File: config.mk
export PLATFORM = sky130hd
export DESIGN_NAME = interval_timing_statistics_core
export DESIGN_NICKNAME = d
export VERILOG_FILES = /design/src/design/itsc_pkg.sv /design/src/design/itsc_ctrl.sv /design/src/design/itsc_datapath.sv /design/src/design/interval_timing_statistics_core.sv
export SDC_FILE = /design/constraint.sdc
export NUM_CORES = 2
export LEC_CHECK = 0
export ABC_CLOCK_PERIOD_IN_PS = 5360
export BUFFER_PORTS_ARGS = -buffer_cell sky130_fd_sc_hd__buf_2
export CAP_MARGIN = 20
export CORE_ASPECT_RATIO = 0.75
export CORE_MARGIN = 2
export CORE_UTILIZATION = 52
export CTS_BUF_LIST = sky130_fd_sc_hd__clkbuf_16
export DETAILED_ROUTE_END_ITERATION = 16
export PLACE_DENSITY = 0.78
export SETUP_SLACK_MARGIN = 0.2
export SYNTH_ARGS = -nofsm -noshare
export SYNTH_HDL_FRONTEND = slang
export SYNTH_HIERARCHICAL = 1
export SYNTH_SLANG_ARGS = --single-unit
File: constraint.sdc
create_clock -name clk_i -period 5.36 [get_ports clk_i]
set_input_delay 0.536 -clock clk_i [delete_from_list [all_inputs] [get_ports clk_i]]
set_output_delay 0.536 -clock clk_i [all_outputs]
set_load 0.02 [all_outputs]
File: src/design/itsc_pkg.sv
// Package for the interval timing statistics core: shared types, command codes
// and arithmetic constants.
// Used by itsc_ctrl, itsc_datapath and interval_timing_statistics_core.
package itsc_pkg;

  // Input command codes.
  localparam logic [1:0] CMD_START  = 2'd0;
  localparam logic [1:0] CMD_STOP   = 2'd1;
  localparam logic [1:0] CMD_REPORT = 2'd2;

  // Register map (word index of the APB-style port).
  localparam logic [1:0] REG_REPORT_INTERVAL = 2'd0;
  localparam logic [7:0] REPORT_INTERVAL_RST = 8'd60;

  // Percent scaling in Q.8: 100 * 256.
  localparam int unsigned PCT_SCALE = 25600;

  // Widths of the shared arithmetic units.
  localparam int unsigned ACC_W  = 64;
  localparam int unsigned DIV_W  = 80;
  localparam int unsigned ROOT_W = 40;
  localparam int unsigned CNT_W  = 7;

  // Iterations of each bit-serial unit.
  localparam int unsigned MUL_STEPS  = 64;
  localparam int unsigned DIV_STEPS  = 80;
  localparam int unsigned SQRT_STEPS = 40;

  typedef enum logic [1:0] {
    DIV_SEL_MEAN,
    DIV_SEL_VAR,
    DIV_SEL_PCT
  } div_sel_e;

  // Commands from the controller to the datapath.
  typedef struct packed {
    logic     do_start;
    logic     do_stop;
    logic     do_report;
    logic     mul_load_sq;
    logic     mul_load_m2;
    logic     mul_step;
    logic     div_load;
    div_sel_e div_sel;
    logic     div_step;
    logic     sqrt_load;
    logic     sqrt_step;
    logic     acc_update;
    logic     fin;
    logic     out_load;
  } dp_cmd_t;

  // Status from the datapath to the controller.
  typedef struct packed {
    logic depth_one;
    logic countdown_zero;
    logic count_zero;
  } dp_stat_t;

endpackage

File: src/design/itsc_ctrl.sv
// Controller state machine of the interval timing statistics core.
// Sequences the datapath's multiplier, divider and square root; uses itsc_pkg.
module itsc_ctrl (
  input  logic               clk_i,
  input  logic               rst_ni,
  input  logic               in_valid_i,
  input  logic [1:0]         cmd_i,
  output logic               in_ready_o,
  input  logic               out_ready_i,
  output logic               out_valid_o,
  input  itsc_pkg::dp_stat_t stat_i,
  output itsc_pkg::dp_cmd_t  cmd_o
);

  localparam logic [3:0] S_IDLE = 4'd0;
  localparam logic [3:0] S_SQ   = 4'd1;
  localparam logic [3:0] S_ACC  = 4'd2;
  localparam logic [3:0] S_MEAN = 4'd3;
  localparam logic [3:0] S_M2   = 4'd4;
  localparam logic [3:0] S_VAR  = 4'd5;
  localparam logic [3:0] S_SQRT = 4'd6;
  localparam logic [3:0] S_PCT  = 4'd7;
  localparam logic [3:0] S_FIN  = 4'd8;
  localparam logic [3:0] S_OUT  = 4'd9;

  logic [3:0]                 state_q, state_d;
  logic [itsc_pkg::CNT_W-1:0] cnt_q, cnt_d;
  logic                       first_q, first_d;
  logic                       ovalid_q, ovalid_d;
  logic                       accept;
  logic                       last;

  assign in_ready_o  = (state_q == S_IDLE);
  assign out_valid_o = ovalid_q;
  assign accept      = in_valid_i && in_ready_o;
  assign last        = !first_q && (cnt_q == '0);

  always_comb begin
    state_d = state_q;
    cnt_d   = cnt_q;
    first_d = first_q;
    cmd_o   = '0;
    cmd_o.div_sel = itsc_pkg::DIV_SEL_MEAN;
    if (!first_q && cnt_q != '0) begin
      cnt_d = cnt_q - 1'b1;
    end
    case (state_q)
      S_IDLE: begin
        if (accept) begin
          case (cmd_i)
            itsc_pkg::CMD_START: cmd_o.do_start = 1'b1;
            itsc_pkg::CMD_STOP: begin
              cmd_o.do_stop = 1'b1;
              if (stat_i.depth_one) begin
                state_d = S_SQ;
                first_d = 1'b1;
                cnt_d   = itsc_pkg::CNT_W'(itsc_pkg::MUL_STEPS - 1);
              end
            end
            itsc_pkg::CMD_REPORT: begin
              cmd_o.do_report = 1'b1;
              first_d = 1'b1;
              cnt_d   = itsc_pkg::CNT_W'(itsc_pkg::DIV_STEPS - 1);
              if (!stat_i.countdown_zero) begin
                state_d = S_OUT;
              end else if (stat_i.count_zero) begin
                state_d = S_PCT;
              end else begin
                state_d = S_MEAN;
              end
            end
            default: ;
          endcase
        end
      end
      S_SQ: begin
        cmd_o.mul_load_sq = first_q;
        cmd_o.mul_step    = !first_q;
        first_d = 1'b0;
        if (last) state_d = S_ACC;
      end
      S_ACC: begin
        cmd_o.acc_update = 1'b1;
        state_d = S_IDLE;
      end
      S_MEAN: begin
        cmd_o.div_load = first_q;
        cmd_o.div_step = !first_q;
        cmd_o.div_sel  = itsc_pkg::DIV_SEL_MEAN;
        first_d = 1'b0;
        if (last) begin
          state_d = S_M2;
          first_d = 1'b1;
          cnt_d   = itsc_pkg::CNT_W'(itsc_pkg::MUL_STEPS - 1);
        end
      end
      S_M2: begin
        cmd_o.mul_load_m2 = first_q;
        cmd_o.mul_step    = !first_q;
        first_d = 1'b0;
        if (last) begin
          state_d = S_VAR;
          first_d = 1'b1;
          cnt_d   = itsc_pkg::CNT_W'(itsc_pkg::DIV_STEPS - 1);
        end
      end
      S_VAR: begin
        cmd_o.div_load = first_q;
        cmd_o.div_step = !first_q;
        cmd_o.div_sel  = itsc_pkg::DIV_SEL_VAR;
        first_d = 1'b0;
        if (last) begin
          state_d = S_SQRT;
          first_d = 1'b1;
          cnt_d   = itsc_pkg::CNT_W'(itsc_pkg::SQRT_STEPS - 1);
        end
      end
      S_SQRT: begin
        cmd_o.sqrt_load = first_q;
        cmd_o.sqrt_step = !first_q;
        first_d = 1'b0;
        if (last) begin
          state_d = S_PCT;
          first_d = 1'b1;
          cnt_d   = itsc_pkg::CNT_W'(itsc_pkg::DIV_STEPS - 1);
        end
      end
      S_PCT: begin
        cmd_o.div_load = first_q;
        cmd_o.div_step = !first_q;
        cmd_o.div_sel  = itsc_pkg::DIV_SEL_PCT;
        first_d = 1'b0;
        if (last) state_d = S_FIN;
      end
      S_FIN: begin
        cmd_o.fin = 1'b1;
        state_d = S_OUT;
      end
      S_OUT: begin
        if (!ovalid_q || out_ready_i) begin
          cmd_o.out_load = 1'b1;
          state_d = S_IDLE;
        end
      end
      default: state_d = S_IDLE;
    endcase
  end

  always_comb begin
    ovalid_d = ovalid_q;
    if (cmd_o.out_load) begin
      ovalid_d = 1'b1;
    end else if (out_ready_i) begin
      ovalid_d = 1'b0;
    end
  end

  always_ff @(posedge clk_i or negedge rst_ni) begin
    if (!rst_ni) begin
      state_q  <= S_IDLE;
      cnt_q    <= '0;
      first_q  <= 1'b0;
      ovalid_q <= 1'b0;
    end else begin
      state_q  <= state_d;
      cnt_q    <= cnt_d;
      first_q  <= first_d;
      ovalid_q <= ovalid_d;
    end
  end

`ifndef SYNTHESIS
  // A repeated report goes straight to the output stage.
  a_held_to_out: assert property (@(posedge clk_i) disable iff (!rst_ni)
    cmd_o.do_report && !stat_i.countdown_zero |=> state_q == S_OUT)
    else $error("held report did not go to the output stage");

  // The outermost stop always starts the squaring pass.
  a_stop_squares: assert property (@(posedge clk_i) disable iff (!rst_ni)
    cmd_o.do_stop && stat_i.depth_one |=> state_q == S_SQ && first_q)
    else $error("outermost stop did not start squaring");

  // Only one arithmetic unit iterates at a time.
  a_one_unit: assert property (@(posedge clk_i) disable iff (!rst_ni)
    $onehot0({cmd_o.mul_step, cmd_o.div_step, cmd_o.sqrt_step}))
    else $error("two arithmetic units stepped together");

  // A new result is only loaded once the previous one has been taken.
  a_no_overwrite: assert property (@(posedge clk_i) disable iff (!rst_ni)
    cmd_o.out_load |-> !ovalid_q || out_ready_i)
    else $error("result overwritten before it was taken");
`endif

endmodule

File: src/design/itsc_datapath.sv
// Datapath of the interval timing statistics core: accumulators, report
// registers and bit-serial multiplier, divider and square root. Uses itsc_pkg.
module itsc_datapath #(
  parameter int unsigned TIME_BITS  = 48,
  parameter int unsigned DEPTH_BITS = 8
) (
  input  logic                 clk_i,
  input  logic                 rst_ni,
  input  itsc_pkg::dp_cmd_t    cmd_i,
  input  logic [TIME_BITS-1:0] now_us_i,
  input  logic [7:0]           report_interval_i,
  output itsc_pkg::dp_stat_t   stat_o,
  output logic [31:0]          call_count_o,
  output logic [63:0]          total_us_o,
  output logic [47:0]          min_us_o,
  output logic [47:0]          max_us_o,
  output logic [63:0]          mean_q8_o,
  output logic [39:0]          stdev_q8_o,
  output logic [31:0]          frame_percent_q8_o,
  output logic                 fresh_o
);

  localparam int unsigned AW = itsc_pkg::ACC_W;
  localparam int unsigned DW = itsc_pkg::DIV_W;
  localparam int unsigned RW = itsc_pkg::ROOT_W;

  // Nesting and accumulators.
  logic [DEPTH_BITS-1:0] depth_q;
  logic [TIME_BITS-1:0]  istart_q, d_q, min_q, max_q, fstart_q, flen_q;
  logic [AW-1:0]         sum_q, sq_q;
  logic [31:0]           count_q;
  logic [7:0]            cd_q;
  logic                  fresh_q;

  // Held report.
  logic [31:0] h_count_q;
  logic [63:0] h_sum_q, h_mean_q;
  logic [47:0] h_min_q, h_max_q;
  logic [39:0] h_sd_q;
  logic [31:0] h_pct_q;

  // Arithmetic units.
  logic [AW-1:0]   mcand_q, mean_q;
  logic [2*AW-1:0] prod_q;
  logic [DW-1:0]   quo_q;
  logic [AW:0]     rem_q;
  logic [AW-1:0]   dvs_q;
  logic [DW-1:0]   rad_q;
  logic [RW+1:0]   srem_q;
  logic [RW-1:0]   root_q;

  logic [AW:0]     mul_sum;
  logic [AW:0]     div_sh;
  logic            div_ge;
  logic [RW+3:0]   sq_r2, sq_trial;
  logic            sq_ge;
  logic [AW-1:0]   mean_sat;
  logic [2*AW-1:0] a_ext;
  logic [DW-1:0]   var_v;
  logic [DW-1:0]   dividend;
  logic [AW-1:0]   divisor;
  logic [TIME_BITS-1:0] interval;

  assign stat_o.depth_one      = (depth_q == DEPTH_BITS'(1));
  assign stat_o.countdown_zero = (cd_q == '0);
  assign stat_o.count_zero     = (count_q == '0);

  assign interval = now_us_i - istart_q;
  assign mul_sum  = {1'b0, prod_q[2*AW-1:AW]} + (prod_q[0] ? {1'b0, mcand_q} : '0);
  assign div_sh   = {rem_q[AW-1:0], quo_q[DW-1]};
  assign div_ge   = (div_sh >= {1'b0, dvs_q});
  assign sq_r2    = {srem_q, rad_q[DW-1:DW-2]};
  assign sq_trial = {2'b00, root_q, 2'b01};
  assign sq_ge    = (sq_r2 >= sq_trial);
  assign mean_sat = (quo_q[DW-1:AW] != '0) ? '1 : quo_q[AW-1:0];
  assign a_ext    = (2*AW)'(quo_q);
  assign var_v    = (a_ext > prod_q) ? DW'(a_ext - prod_q) : '0;

  always_comb begin
    case (cmd_i.div_sel)
      itsc_pkg::DIV_SEL_MEAN: begin
        dividend = DW'({sum_q, 8'd0});
        divisor  = AW'(count_q);
      end
      itsc_pkg::DIV_SEL_VAR: begin
        dividend = DW'({sq_q, 16'd0});
        divisor  = AW'(count_q);
      end
      default: begin
        dividend = DW'(sum_q) * DW'(itsc_pkg::PCT_SCALE);
        divisor  = AW'(flen_q);
      end
    endcase
  end

  // Arithmetic units: one bit per step.
  always_ff @(posedge clk_i) begin
    if (cmd_i.mul_load_sq) begin
      mcand_q <= AW'(d_q);
      prod_q  <= (2*AW)'(d_q);
    end else if (cmd_i.mul_load_m2) begin
      mcand_q <= mean_sat;
      prod_q  <= (2*AW)'(mean_sat);
      mean_q  <= mean_sat;
    end else if (cmd_i.mul_step) begin
      prod_q <= {mul_sum, prod_q[AW-1:1]};
    end
    if (cmd_i.div_load) begin
      quo_q <= dividend;
      rem_q <= '0;
      dvs_q <= divisor;
    end else if (cmd_i.div_step) begin
      quo_q <= {quo_q[DW-2:0], div_ge};
      rem_q <= div_ge ? div_sh - {1'b0, dvs_q} : div_sh;
    end
    if (cmd_i.sqrt_load) begin
      rad_q  <= var_v;
      srem_q <= '0;
      root_q <= '0;
    end else if (cmd_i.sqrt_step) begin
      rad_q  <= {rad_q[DW-3:0], 2'b00};
      srem_q <= sq_ge ? (RW+2)'(sq_r2 - sq_trial) : (RW+2)'(sq_r2);
      root_q <= {root_q[RW-2:0], sq_ge};
    end
    if (cmd_i.out_load) begin
      call_count_o       <= h_count_q;
      total_us_o         <= h_sum_q;
      min_us_o           <= h_min_q;
      max_us_o           <= h_max_q;
      mean_q8_o          <= h_mean_q;
      stdev_q8_o         <= h_sd_q;
      frame_percent_q8_o <= h_pct_q;
      fresh_o            <= fresh_q;
    end
  end

  // Model state.
  always_ff @(posedge clk_i or negedge rst_ni) begin
    if (!rst_ni) begin
      depth_q   <= '0;
      istart_q  <= '0;
      d_q       <= '0;
      sum_q     <= '0;
      min_q     <= '1;
      max_q     <= '0;
      sq_q      <= '0;
      count_q   <= '0;
      fstart_q  <= '0;
      flen_q    <= '0;
      cd_q      <= '0;
      fresh_q   <= 1'b0;
      h_count_q <= '0;
      h_sum_q   <= '0;
      h_min_q   <= '0;
      h_max_q   <= '0;
      h_mean_q  <= '0;
      h_sd_q    <= '0;
      h_pct_q   <= '0;
    end else begin
      if (cmd_i.do_start) begin
        if (depth_q == '0) istart_q <= now_us_i;
        if (depth_q != '1) depth_q <= depth_q + 1'b1;
      end
      if (cmd_i.do_stop && depth_q != '0) begin
        depth_q <= depth_q - 1'b1;
        d_q     <= interval;
      end
      if (cmd_i.acc_update) begin
        sum_q <= sum_q + AW'(d_q);
        sq_q  <= sq_q + prod_q[AW-1:0];
        if (d_q < min_q) min_q <= d_q;
        if (d_q > max_q) max_q <= d_q;
        if (count_q != '1) count_q <= count_q + 1'b1;
      end
      if (cmd_i.do_report) begin
        if (cd_q != '0) begin
          cd_q    <= cd_q - 1'b1;
          fresh_q <= 1'b0;
        end else begin
          cd_q     <= (report_interval_i == '0) ? '0 : report_interval_i - 1'b1;
          flen_q   <= now_us_i - fstart_q;
          fstart_q <= now_us_i;
          fresh_q  <= 1'b1;
        end
      end
      if (cmd_i.fin) begin
        h_count_q <= count_q;
        h_sum_q   <= sum_q;
        h_min_q   <= (count_q == '0) ? '0 : 48'(AW'(min_q));
        h_max_q   <= 48'(AW'(max_q));
        h_mean_q  <= (count_q == '0) ? '0 : mean_q;
        h_sd_q    <= (count_q == '0) ? '0 : root_q;
        if (flen_q == '0) begin
          h_pct_q <= '0;
        end else begin
          h_pct_q <= (quo_q[DW-1:32] != '0) ? '1 : quo_q[31:0];
        end
        sum_q   <= '0;
        min_q   <= '1;
        max_q   <= '0;
        sq_q    <= '0;
        count_q <= '0;
      end
    end
  end

endmodule

File: src/design/interval_timing_statistics_core.sv
// Top level of the interval timing statistics core: APB-style register,
// controller and datapath. Uses itsc_pkg, itsc_ctrl and itsc_datapath.
//
// The core times nested start/stop intervals against a free-running
// microsecond timestamp and reports count, sum, minimum, maximum, mean,
// standard deviation and share of the frame, the last three in Q.8.
// Only the outermost stop closes an interval; a stop at depth zero is
// ignored. A report item recomputes the statistics once every
// report_interval report items and re-emits the held result otherwise;
// every report item yields exactly one result item, flagged by fresh.
// Start, stop of an inner level and unused command codes are handled in the
// idle state. A stop that closes the outermost interval also runs the
// bit-serial 64-bit multiplier that squares the interval. A repeated report
// goes straight to the output stage. A fresh report runs three passes of the
// 80-step restoring divider, one pass of the 64-step multiplier and the
// 40-step square root; with no interval recorded, only the percent division.
// The core takes one item at a time; a finished result waits in an output
// register, so start and stop items keep flowing while it is not yet taken.
// The register report_interval sits at byte address 0 and resets to 60;
// a value of zero behaves as one.
module interval_timing_statistics_core #(
  parameter int unsigned TIME_BITS  = 48,
  parameter int unsigned DEPTH_BITS = 8
) (
  input  logic                 clk_i,
  input  logic                 rst_ni,
  // Configuration port.
  input  logic                 psel,
  input  logic                 penable,
  input  logic                 pwrite,
  input  logic [1:0]           paddr,
  input  logic [31:0]          pwdata,
  output logic [31:0]          prdata,
  output logic                 pready,
  // Input items.
  input  logic                 in_valid_i,
  output logic                 in_ready_o,
  input  logic [1:0]           cmd_i,
  input  logic [TIME_BITS-1:0] now_us_i,
  // Result items.
  output logic                 out_valid_o,
  input  logic                 out_ready_i,
  output logic [31:0]          call_count_o,
  output logic [63:0]          total_us_o,
  output logic [47:0]          min_us_o,
  output logic [47:0]          max_us_o,
  output logic [63:0]          mean_q8_o,
  output logic [39:0]          stdev_q8_o,
  output logic [31:0]          frame_percent_q8_o,
  output logic                 fresh_o
);

  logic [7:0]         report_interval_q;
  itsc_pkg::dp_cmd_t  dp_cmd;
  itsc_pkg::dp_stat_t dp_stat;

  // There is a single register; a write to any other address is dropped.
  assign pready = 1'b1;
  assign prdata = {24'd0, report_interval_q};

  always_ff @(posedge clk_i or negedge rst_ni) begin
    if (!rst_ni) begin
      report_interval_q <= itsc_pkg::REPORT_INTERVAL_RST;
    end else if (psel && penable && pwrite && paddr == itsc_pkg::REG_REPORT_INTERVAL) begin
      report_interval_q <= pwdata[7:0];
    end
  end

  itsc_ctrl u_ctrl (
    .clk_i       (clk_i),
    .rst_ni      (rst_ni),
    .in_valid_i  (in_valid_i),
    .cmd_i       (cmd_i),
    .in_ready_o  (in_ready_o),
    .out_ready_i (out_ready_i),
    .out_valid_o (out_valid_o),
    .stat_i      (dp_stat),
    .cmd_o       (dp_cmd)
  );

  itsc_datapath #(
    .TIME_BITS  (TIME_BITS),
    .DEPTH_BITS (DEPTH_BITS)
  ) u_datapath (
    .clk_i              (clk_i),
    .rst_ni             (rst_ni),
    .cmd_i              (dp_cmd),
    .now_us_i           (now_us_i),
    .report_interval_i  (report_interval_q),
    .stat_o             (dp_stat),
    .call_count_o       (call_count_o),
    .total_us_o         (total_us_o),
    .min_us_o           (min_us_o),
    .max_us_o           (max_us_o),
    .mean_q8_o          (mean_q8_o),
    .stdev_q8_o         (stdev_q8_o),
    .frame_percent_q8_o (frame_percent_q8_o),
    .fresh_o            (fresh_o)
  );

endmodule

==> flow_summary.toml <==
[routing]
wl_per_cell_um = 24.3
post-route-drc-count = 0
num_vias = 84106
antenna_left = 0
drtIter0Drc = 9584
viasPerCell = 6.09
firstDrtPassIters = 8
routed_wl_um = 336000

[clock_network]
cts_tree = "done"
cts.root.buffer_cell = "clkbuf_16"
clk_pin_slew_ns = 0.07
cts_max_path_buffers = 3
clock-sinks = 1753
clk_latency_ns = 0.86
cts_made_buffers = 174
h-tree-depth = 4

[run]
drv_cap = 0

[logic_synthesis]
synth_compound_area_share_pct = 16.3
synth-adder-area-share_pct = 10.3
synthXorXnorAreaFrac_pct = 4.47
ys_top_cells_by_area = "edfxtp_1 20%, dfrtp_1 18%, ha_1 9.0%"
async_flop_share_pct = 46.4
syn_inst = 10664
yosysTopAreaCellShare_pct = 20.2
synth_seq_cells = 1753
synth_cell_types = 111
avgSynthCellArea_um2 = 9.71
synth_edf_count = 697
synth_top_area_cell = "edfxtp_1"
synthMuxAreaShare_pct = 6.16
synth_top_family_by_area = "compound AO/OA/AOI/OAI gates"
synthSimpleGateAreaFrac_pct = 12.3
seq_area_frac_synth_pct = 44.6
yosys_warnings = 6
netlist_area_um2 = 104000
synthFlopType = "dfrtp_1"

[finish]
reg.largest.list = "u_datapath/prod_q (128), u_datapath/quo_q (80), u_datapath/rad_q (80)"
fillers = 16627
largest_register_ff_count = 128
layout_commonest_cell = "inv_1"
final_area_um2 = 115000
syn_to_final_growth_pct = 11.5
multi_input_area_um2 = 51500
drive_gt1_share_pct = 12.3
regMostFlops = "u_datapath/prod_q"
fin_util_pct = 58.5
final_cell_mix = "1,091 x inv_1, 868 x nand2_1, 846 x nor2_1"
register_area_um2 = 46200
finish.net_count = 11894

[placed_design]
placed_area_um2 = 109000
io_buffers = 405
gp_congestion = 0.993
dp_slack_ns = 0.268
hpwlAfterDp_um = 254000

[floorplan]
core_um2 = 197000
ios = 455
start_util_pct = 52.4
die_h_um = 390
chipWidth_um = 519
dieArea_um2 = 203000
num_rows = 141

[sta]
fmax_mhz = 203
fin_setup_tns_ns = 0
hold_violations = 0
finalClockSkew_ns = 0.0956
final.setup.worst_slack_ns = 0.433
relSlewSlack_pct = 10.8
setup-violations-final = 0
fin_crit_ns = 4.93
rsz0062_at_grt = "yes"
period_share_pct = 91.9
slew_violations = 0
tightestPinTransition_ns = 1.33
holdWs_ns = 0.0671

[global_route]
grt_max_degree = 218
antenna_found_initial = 29
grt_pass1_wl_um = 499000
grt.total_usage_pct = 32.3
overflow = 0
grt_pass1_vias = 79173

[critical_path]
crit_type = "flop to flop"
timing.rr.end = "u_datapath/rad_q[79]"
endpoint_kind = "flop"
arrival_ns = 5.64
ff2ff_path_depth = 14
crit_fanout = 5
cp.required_ns = 6.08
crit_path_start_kind = "flop"
crit_end = "u_datapath/rad_q[79]"
regToRegSetupSlack_ns = 0.43
r2r-start = "u_datapath/prod_q[1]"
crit_start = "u_datapath/prod_q[1]"

[power]
p_per_area_nw_per_um2 = 678
ir_worst_vdd_v = 0.000400
leakage_uw = 0.0511

[outcome]
outcome = "finished clean"

[min_path]
hp-class = "primary input to flop"
## cell families after synthesis
logic type               after synthesis
AO/OA/AOI/OAI                       2651
XOR/XNOR                             528
adder cells (fa/ha/maj)              809
buffers and inverters               1591
flip-flops                          1753
multiplexers                         601
other                                  2
AND/OR/NAND/NOR                     2729
## critical path, cell delays in order (launching register included)
cell and delay (ns):
edfxtp_1 0.62, inv_1 0.09, ha_1 0.33, nor2b_1 0.15, o31ai_1 0.46, a21oi_1 0.25
o311ai_0 0.80, a211oi_1 0.27, o21ai_1 0.24, buf_4 0.18, o32ai_1 0.13, a21oi_1 0.36
mux2_2 0.39, o32ai_1 0.32, buf_4 0.19
## where the power goes
group | total (µW) | internal [µW] | switching (µW)
clock network | 12900 | 7210 | 5710
logic | 42600 | 16400 | 26200
registers | 22800 | 18200 | 4550
## metrics by stage
step	power (µW)	cells
global placement	63100	13406
finish	78300	13806
floorplan	50400	10687
global route	83200	13792
detailed placement	63900	13407
CTS	77200	13790
## cell type report
class                           instances  share of cell area, %
Antenna cell                           15                 0.0325
Clock buffer                          177                   3.84
Clock inverter                        151                   1.38
Inverter                             1062                   3.45
Multi-Input combinational cell       7343                   44.6
Sequential cell                      1753                   40.0
Tap cell                             2645                   2.87
Timing Repair Buffer                  660                   3.80
## worst min-delay path by stage
stage | from | end | cells after the start
floorplan | rst_ni | report_interval_q[0] | 0
global placement | u_datapath/h_sum_q[61] | u_datapath/total_us_o[61] | 0
detailed placement | u_datapath/h_sum_q[61] | u_datapath/total_us_o[61] | 0
CTS | now_us_i[23] | u_datapath/fstart_q[23] | 3
global route | now_us_i[23] | u_datapath/fstart_q[23] | 3
finish | now_us_i[23] | u_datapath/fstart_q[23] | 3
## routing by layer
layer / vias to the layer above / GRT usage [%] / share of wire (%)
met4: 20 / 10.8 / 3.5
met5: - / 0 / 0.039
met3: 551 / 9.16 / 12
met1: 41136 / 48.7 / 44
li1: 38413 / - / -
met2: 3986 / 44.0 / 40
## repair_timing
item / 4_1_cts / 5_1_grt
endpoints found under the setup margin: 0 / 12
hold buffers: 55 / 0
buffers inserted: 0 / 1
hold endpoints to repair: 138 / 0
resized for setup: 0 / 13
## synthesized netlist by cell type, types with 68 or more instances
master    instances
nor2b_1          86
dfxtp_1         242
ha_1            743
nor4_1           68
mux2_2          285
inv_1          1059
and2_1          114
mux2i_1         315
nor2_1          853
o21bai_1         83
nor3_1           97
a21oi_1         692
nand2b_1         79
xor2_1          231
nand2_1         870
edfxtp_1        697
o21ai_0         560
dfrtp_1         762
nand3_1         169
a211oi_1        124
clkbuf_1        432
a21o_1          340
xnor2_1         297
nand4_1         144
o22ai_1         284
(Power assumes the default switching activity.)
